==> config.mk <==
export PLATFORM = sky130hd
export DESIGN_NAME = mrc_status
export DESIGN_NICKNAME = d
export VERILOG_FILES = /design/src/hdl/mrc_pkg.sv /design/src/hdl/mrc_status.sv
export SDC_FILE = /design/constraint.sdc
export NUM_CORES = 1
export LEC_CHECK = 0
export BUFFER_PORTS_ARGS = -buffer_cell sky130_fd_sc_hd__buf_2
export CAP_MARGIN = 30
export CELL_PAD_IN_SITES_DETAIL_PLACEMENT = 0
export CELL_PAD_IN_SITES_GLOBAL_PLACEMENT = 1
export CORE_ASPECT_RATIO = 1.25
export CORE_MARGIN = 1
export CORE_UTILIZATION = 35
export DETAILED_ROUTE_END_ITERATION = 6
export GPL_ROUTABILITY_DRIVEN = 0
export PLACE_DENSITY_LB_ADDON = 0.12
export SYNTH_ARGS = -nofsm -noshare
export SYNTH_HDL_FRONTEND = slang
export SYNTH_SLANG_ARGS = --single-unit
==> constraint.sdc <==
create_clock -name clk -period 6 [get_ports clk]
set_input_delay 1.2 -clock clk [delete_from_list [all_inputs] [get_ports clk]]
set_output_delay 1.2 -clock clk [all_outputs]
set_load 0.02 [all_outputs]
==> src/hdl/mrc_pkg.sv <==
// Shared constants, types and the CRC-16 byte step for the Modbus reply checker.
`timescale 1ns / 1ps
`default_nettype none

package mrc_pkg;

	// Frame geometry
	localparam int MAX_FRAME_DEF = 64;
	localparam int MIN_FRAME     = 11;

	// CRC-16 (Modbus): reflected polynomial, all-ones seed
	localparam logic [15:0] CRC_INIT = 16'hFFFF;
	localparam logic [15:0] CRC_POLY = 16'hA001;

	// Configuration register indexes and widths
	localparam int CFG_IDX_W  = 2;
	localparam int CFG_DATA_W = 16;
	localparam logic [CFG_IDX_W-1:0] CFG_PRESSURE_LIMIT    = 2'd0;
	localparam logic [CFG_IDX_W-1:0] CFG_FLOW_LIMIT        = 2'd1;
	localparam logic [CFG_IDX_W-1:0] CFG_TEMPERATURE_LIMIT = 2'd2;
	localparam logic [CFG_IDX_W-1:0] CFG_RETRY_LIMIT       = 2'd3;

	// Configuration reset values
	localparam logic [15:0] PRESSURE_LIMIT_RST    = 16'd3600;
	localparam logic [15:0] FLOW_LIMIT_RST        = 16'd9000;
	localparam logic [15:0] TEMPERATURE_LIMIT_RST = 16'd1200;
	localparam logic [3:0]  RETRY_LIMIT_RST       = 4'd3;

	// Missed-poll counter saturation point
	localparam logic [3:0] MISSED_MAX = 4'd15;

	// Number of 16-bit values carried in a reply
	localparam int NUM_VALUES = 3;

	// Judgement of one frame-ending transaction
	typedef struct packed {
		logic                             ok;
		logic [NUM_VALUES-1:0][15:0]      values;
	} frame_res_t;

	// Limits as seen by the status logic
	typedef struct packed {
		logic [15:0] pressure_limit;
		logic [15:0] flow_limit;
		logic [15:0] temperature_limit;
		logic [3:0]  retry_limit;
	} cfg_regs_t;

	// One CRC-16 byte step, eight bit shifts unrolled
	function automatic logic [15:0] crc_byte(input logic [15:0] crc_in, input logic [7:0] b);
		logic [15:0] c;
		c = crc_in ^ {8'h00, b};
		for (int i = 0; i < 8; i++) begin
			if (c[0]) begin
				c = (c >> 1) ^ CRC_POLY;
			end else begin
				c = c >> 1;
			end
		end
		return c;
	endfunction

endpackage

`default_nettype wire

==> src/hdl/mrc_status.sv <==
// Device status: committed values, alarms, missed polls, online state and counters.
`timescale 1ns / 1ps
`default_nettype none

module mrc_status (
	input  wire logic                clk,
	input  wire logic                arst_n,
	input  wire logic                update,
	input  wire mrc_pkg::frame_res_t res,
	input  wire mrc_pkg::cfg_regs_t  cfg,
	output logic                     frame_ok,
	output logic [15:0]              pressure,
	output logic [15:0]              flow,
	output logic [15:0]              temperature,
	output logic                     pressure_alarm,
	output logic                     flow_alarm,
	output logic                     temperature_alarm,
	output logic                     dev_online,
	output logic                     offline_flag,
	output logic [31:0]              error_count,
	output logic [31:0]              accepted_polls
);
	import mrc_pkg::*;

	logic        frame_ok_q;
	logic [15:0] pressure_q;
	logic [15:0] flow_q;
	logic [15:0] temperature_q;
	logic        pressure_alarm_q;
	logic        flow_alarm_q;
	logic        temperature_alarm_q;
	logic        online_q;
	logic        offline_q;
	logic [31:0] error_count_q;
	logic [31:0] poll_count_q;
	logic [3:0]  missed_q;
	logic [3:0]  missed_n;

	// Saturating missed-poll increment
	assign missed_n = (missed_q < MISSED_MAX) ? missed_q + 4'd1 : missed_q;

	// Hold the status; it doubles as the result register
	always_ff @(posedge clk or negedge arst_n) begin
		if (!arst_n) begin
			frame_ok_q          <= 1'b0;
			pressure_q          <= '0;
			flow_q              <= '0;
			temperature_q       <= '0;
			pressure_alarm_q    <= 1'b0;
			flow_alarm_q        <= 1'b0;
			temperature_alarm_q <= 1'b0;
			online_q            <= 1'b0;
			offline_q           <= 1'b0;
			error_count_q       <= '0;
			poll_count_q        <= '0;
			missed_q            <= '0;
		end else if (update) begin
			frame_ok_q <= res.ok;
			if (res.ok) begin
				pressure_q          <= res.values[0];
				flow_q              <= res.values[1];
				temperature_q       <= res.values[2];
				pressure_alarm_q    <= res.values[0] > cfg.pressure_limit;
				flow_alarm_q        <= res.values[1] > cfg.flow_limit;
				temperature_alarm_q <= res.values[2] > cfg.temperature_limit;
				online_q            <= 1'b1;
				poll_count_q        <= poll_count_q + 32'd1;
				missed_q            <= '0;
			end else begin
				pressure_alarm_q    <= 1'b0;
				flow_alarm_q        <= 1'b0;
				temperature_alarm_q <= 1'b0;
				error_count_q       <= error_count_q + 32'd1;
				missed_q            <= missed_n;
				if (missed_n >= cfg.retry_limit) begin
					online_q  <= 1'b0;
					offline_q <= 1'b1;
				end
			end
		end
	end

	assign frame_ok          = frame_ok_q;
	assign pressure          = pressure_q;
	assign flow              = flow_q;
	assign temperature       = temperature_q;
	assign pressure_alarm    = pressure_alarm_q;
	assign flow_alarm        = flow_alarm_q;
	assign temperature_alarm = temperature_alarm_q;
	assign dev_online        = online_q;
	assign offline_flag      = offline_q;
	assign error_count       = error_count_q;
	assign accepted_polls    = poll_count_q;

endmodule

`default_nettype wire

# Yosys cells after proc, flatten, opt, wreduce, memory -nomap -nowiden
# Cells that the tools add are included.
# Widths: inputs -> output; s select.
[word_totals]
register_bits = 122
output_inout_bits = 118
word_cells = 33
[classes]
add_sub_neg = 3
magnitude_cmp = 5
muxes = 7
n_bitwise = 1
reduce_logical = 5
[op_table]
columns = ["operator", "count"]
rows = [
  ["$add 32x1->32 const B", 2],
  ["$gt 16x16->1", 3],
  ["$mux 4", 2],
  ["$reduce_and 2->1", 3],
  ["$mux 1", 5],
  ["$add 4x1->4 const B", 1],
  ["$ge 4x4->1", 1],
  ["$lt 4x4->1 const B", 1],
  ["$reduce_and 3->1", 1],
  ["$reduce_bool 2->1", 1],
  ["$not 1->1", 1],
]

# Logic depth before layout (Yosys ltp)
[depth]
word_depth = 5
ltp_mapped = 9
mapped_depth_nobuf = 9

# Worst setup path after synthesis
# No wires, ideal clock.
[synth_path]
path_kind = "input to register"
startpoint = "in cfg[34] in the netlist's numbering"
endpoint = "reg flow_alarm_q (netlist: flow_alarm)"
setup_time_ns = 0.124
arrival_time_ns = 2.477
required_time_ns = 5.876
setup_slack_ns = 3.399
cell_stages = 7
path_cell_list = "inv_1 -> ha_1 -> nand4_1 -> or4_1 -> o21ai_0 -> nand2_1 -> o31a_1"
[synth_via]
elab_chain_cells = 2
[synth_lines]
columns = ["element", "line_no", "text"]
rows = [
  ["start, declared", "mrc_status.sv:10", "input wire mrc_pkg::cfg_regs_t cfg,"],
  ["$gt 16x16->1", "mrc_status.sv:64", "flow_alarm_q <= res.values[1] > cfg.flow_limit;"],
  ["$mux 1", "mrc_status.sv:59", "if (res.ok) begin"],
  ["end signal, assigned", "mrc_status.sv:64", ""],
  ["end, declared", "mrc_status.sv:30", "logic flow_alarm_q;"],
]
# Every way passes these cells.
# A chain may end at the register's enable or synchronous reset.

# Worst setup path after layout
[layout_path]
startpoint = "in update"
endpoint = "reg poll_count_q[22] (netlist: accepted_polls[22])"
[layout_via]
elab_chain_cells = 1
[layout_lines]
columns = ["element", "line_no", "text"]
rows = [
  ["start, declared", "mrc_status.sv:8", "input wire logic update,"],
  ["$reduce_and 2->1 (no source line)", "--", ""],
  ["end signal, assigned", "mrc_status.sv:67", "poll_count_q <= poll_count_q + 32'd1;"],
  ["end, declared", "mrc_status.sv:35", "logic [31:0] poll_count_q;"],
]
# Every way passes these cells.

==> out/metrics.csv <==
stage;metric;value;unit
power_and_ir_drop;P per Cell Area;301;nW/um^2
grt;GRT Total Usage;0.190;
yosys;Yosys top cell area share;0.482;
sta;Tcrit/Tclk final;0.469;
power_and_ir_drop;combinational share of power;0.184;
place;Place WS;2.73;ns
sta;Slew @ Worst Pin;0.779;ns
clock_network;CTS root buffer;clkbuf_16;
clock_network;TritonCTS clock tree;yes;
sta;Slew HR;0.480;
yosys;Mapped Nets;828;
yosys;Syn Inst Count;669;
grt;GR peak layer;met2;
power_and_ir_drop;VDD IR-drop max;0.184;mV
die;Die Area;18600;um^2
sta;setup TNS;0;ns
hold_path;hold depth;2;
grt;grt met3 use;0.0820;
detailed_routing;Iteration-0 DRC Markers;171;
yosys;Yosys reg bits;122;
grt;grt met2 use;0.316;
clock_network;post_cts resized;0;
clock_network;CTS Hold Bufs;0;
yosys;Syn. warnings;0;
setup_path;Crit path largest cell delay;0.50;ns
run_status;outcome;completed;
die;I/O pin total;222;
sta;RSZ-0062 raised after global routing;false;
setup_path;FF-to-FF path depth;8;
hold_path;Hold Crit Class;reg2reg;
power_and_ir_drop;switch share;0.306;
yosys;ys flop type;dfrtp_1;
yosys;asr flop ratio synth;1.00;
layout;Final nets;1057;
setup_path;Worst setup EP type;flip-flop;
power_and_ir_drop;Clk pwr share;0.426;
yosys;Syn Area/Cell;9.47;um^2
layout;share of layout cells above drive strength 1;0.295;
clock_network;clock latency on the worst-skew pair;0.42;ns
grt;antenna violations before repair;2;
job;MaxCap Viol Count;0;
power_and_ir_drop;Leak Pwr;4.65;nW
sta;Fmax;0.356;GHz
sta;Period minus WS final;2.81;ns
clock_network;postcts setup bufs;0;
sta;Hold Fails Final Rpt;0;
detailed_routing;vias per inst;4.77;
clock_network;clk slew on worst S/H paths;0.06;ns
detailed_routing;DR WL/cell;14.7;um
die;Die Span Y;152;um
detailed_routing;Post-Route WL;16.8;mm
die;Core Footprint;17600;um^2
grt;vias in the first global route;5586;
detailed_routing;DRC;0;
setup_path;Crit Path Class;in2reg;
yosys;Post-Syn Area;6330;um^2
power_and_ir_drop;Power Internal;1.75;mW
yosys;Yosys top cell by area;dfrtp_1;
setup_path;Crit-path slowest cell;or4_4;
sta;fin. max-slew vios;0;
grt;wire length of the first global-routing pass;27.4;mm
setup_path;worst path required time;6.34;ns
yosys;Cell variety after synth;41;
sta;final setup vio count;0;
clock_network;H-tree depth;4;
yosys;Seq/Total Area, Yosys;0.482;
place;DP HPWL;12.7;mm
layout;synth-to-layout area growth;31.9;%
detailed_routing;DRT Pass-1 Iters;4;
setup_path;startpoint type of the worst setup path;input pin;
die;row cnt;54;
sta;Setup WS post-layout;3.19;ns
setup_path;critical path, cell by cell;buf_2 -> and2_2 -> buf_4 -> nand3_1 -> or4_4 -> nor3_2 -> xor2_1;
grt;met1 usage;0.216;
yosys;Area contributors post-synth;dfrtp_1, ha_1, nand2_1;
clock_network;CTS max path bufs;2;
power_and_ir_drop;net switching power;0.770;mW
grt;largest net degree at the start of global routing;53;
setup_path;Arr. time, crit path;3.15;ns
place;I/O Buffers;221;
setup_path;largest fanout on the critical path;52;
power_and_ir_drop;Sequential Power Share;0.390;
die;chip width;122;um
yosys;number of synthesized flops with an enable pin;0;
clock_network;clock sink total;122;
detailed_routing;Routed Antenna Nets;0;
die;Initial Util;0.360;
sta;Final Skew;0.0102;ns
grt;GRT Residual Overflow;0;
detailed_routing;vias;5427;
clock_network;cts bufs inserted;17;
[worst max-delay path, delay by kind of cell]
kind | cells | cell delay, ns
xor+xnor | 1 | 0.15
buf+inv | 2 | 0.66
simple gates | 4 | 1.14
[cell usage after synthesis (all sizes together), types with 13 or more instances]
master	number
nand2	181
dfrtp	122
inv	56
ha	55
xnor2	48
nand3	28
nand4	23
a21oi	20
and3	17
nor2	17
xor2	15
clkbuf	13
[flip-flops by register name (all words and copies together) (netlist names), 4 cells and up]
name            flops
missed_q            4
pressure           16
error_count        32
temperature        16
accepted_polls     32
flow               16
[power groups by stage]
stage,Clock [mW],Combinational (mW),Sequential [mW]
after floorplan,0,0.169,1.09
after global placement,0,0.463,0.994
after detailed placement,0,0.473,0.994
after CTS,1.10,0.475,0.983
after global routing,1.15,0.517,0.997
final,1.07,0.464,0.982
[final timing paths]
kind                                  start                 end  slack, ns
worst max-delay path                 update  accepted_polls[22]       3.19
worst min-delay path            pressure[1]         pressure[1]       0.47
worst max register to register  missed_q[0]        offline_flag       3.68
worst min register to register  pressure[1]         pressure[1]       0.47
max in group asynchronous            arst_n     error_count[31]       4.02
min in group asynchronous            arst_n     error_count[19]       0.74
[metal layers]
metal | part of all wire | vias up | routed length [um]
met5 | 0 | - | 0
met4 | 0.013 | 0 | 224
met3 | 0.092 | 18 | 1550
met2 | 0.49 | 169 | 8220
met1 | 0.40 | 2552 | 6770
li1 | - | 2688 | -
[through the flow]
step / hold WS, ns / cell area, um^2 / std cells / total power, mW / utilization
after CTS: 0.471 / 8350 / 1135 / 2.56 / 0.475
after global routing: 0.476 / 8350 / 1136 / 2.66 / 0.475
after global placement: 0.439 / 7670 / 1101 / 1.46 / 0.437
after detailed placement: 0.456 / 7730 / 1103 / 1.47 / 0.440
after floorplan: 0.497 / 6330 / 669 / 1.26 / -
final: 0.467 / 8350 / 1137 / 2.52 / 0.475
[logic make-up after synthesis]
family / synth area share
and+or+nand+nor: 0.215
DFF: 0.482
buffers and inverters: 0.0435
xor gates and xnor gates: 0.0871
AOI/OAI and AO/OA: 0.0583
adders and majority gates: 0.109
muxes: 0.00533
[layout make-up]
type | instances | area [um^2]
antenna | 2 | 5.00
clock buffer | 17 | 425
clock inverter | 15 | 190
fill | 1818 | 9220
inverter | 56 | 210
multi-input combinational | 476 | 3010
sequential | 122 | 3050
tap | 224 | 280
timing repair buffer | 225 | 1180
[cells in the final DEF (no fill, tap or decap), types with 2 or more instances in the layout]
cell type / synthesis / layout
a21oi_1: 20 / 20
o211ai_1: 5 / 5
and2_1: 3 / 2
and3_1: 17 / 17
nor3_2: 2 / 2
clkbuf_16: 0 / 17
or4_1: 2 / 2
clkinvlp_4: 0 / 3
o31a_1: 2 / 2
nand2_1: 181 / 180
nor3_1: 7 / 7
nand2b_1: 3 / 3
nand4_1: 23 / 23
o21ai_0: 9 / 9
nor2_1: 17 / 17
inv_1: 56 / 56
nor4_1: 5 / 5
buf_4: 2 / 3
bufinv_16: 0 / 3
mux2_2: 3 / 3
inv_6: 0 / 3
nor2b_1: 3 / 3
xor2_1: 15 / 15
xnor2_1: 48 / 48
diode_2: 0 / 2
a21o_1: 9 / 9
dfrtp_1: 122 / 122
a211oi_1: 2 / 2
and4_1: 2 / 2
ha_1: 55 / 55
buf_16: 0 / 2
nand3_1: 26 / 26
clkinv_4: 0 / 4
buf_2: 0 / 220
a22o_1: 3 / 3
a31oi_1: 3 / 3
Note: power is estimated with default switching activity, not from simulation.
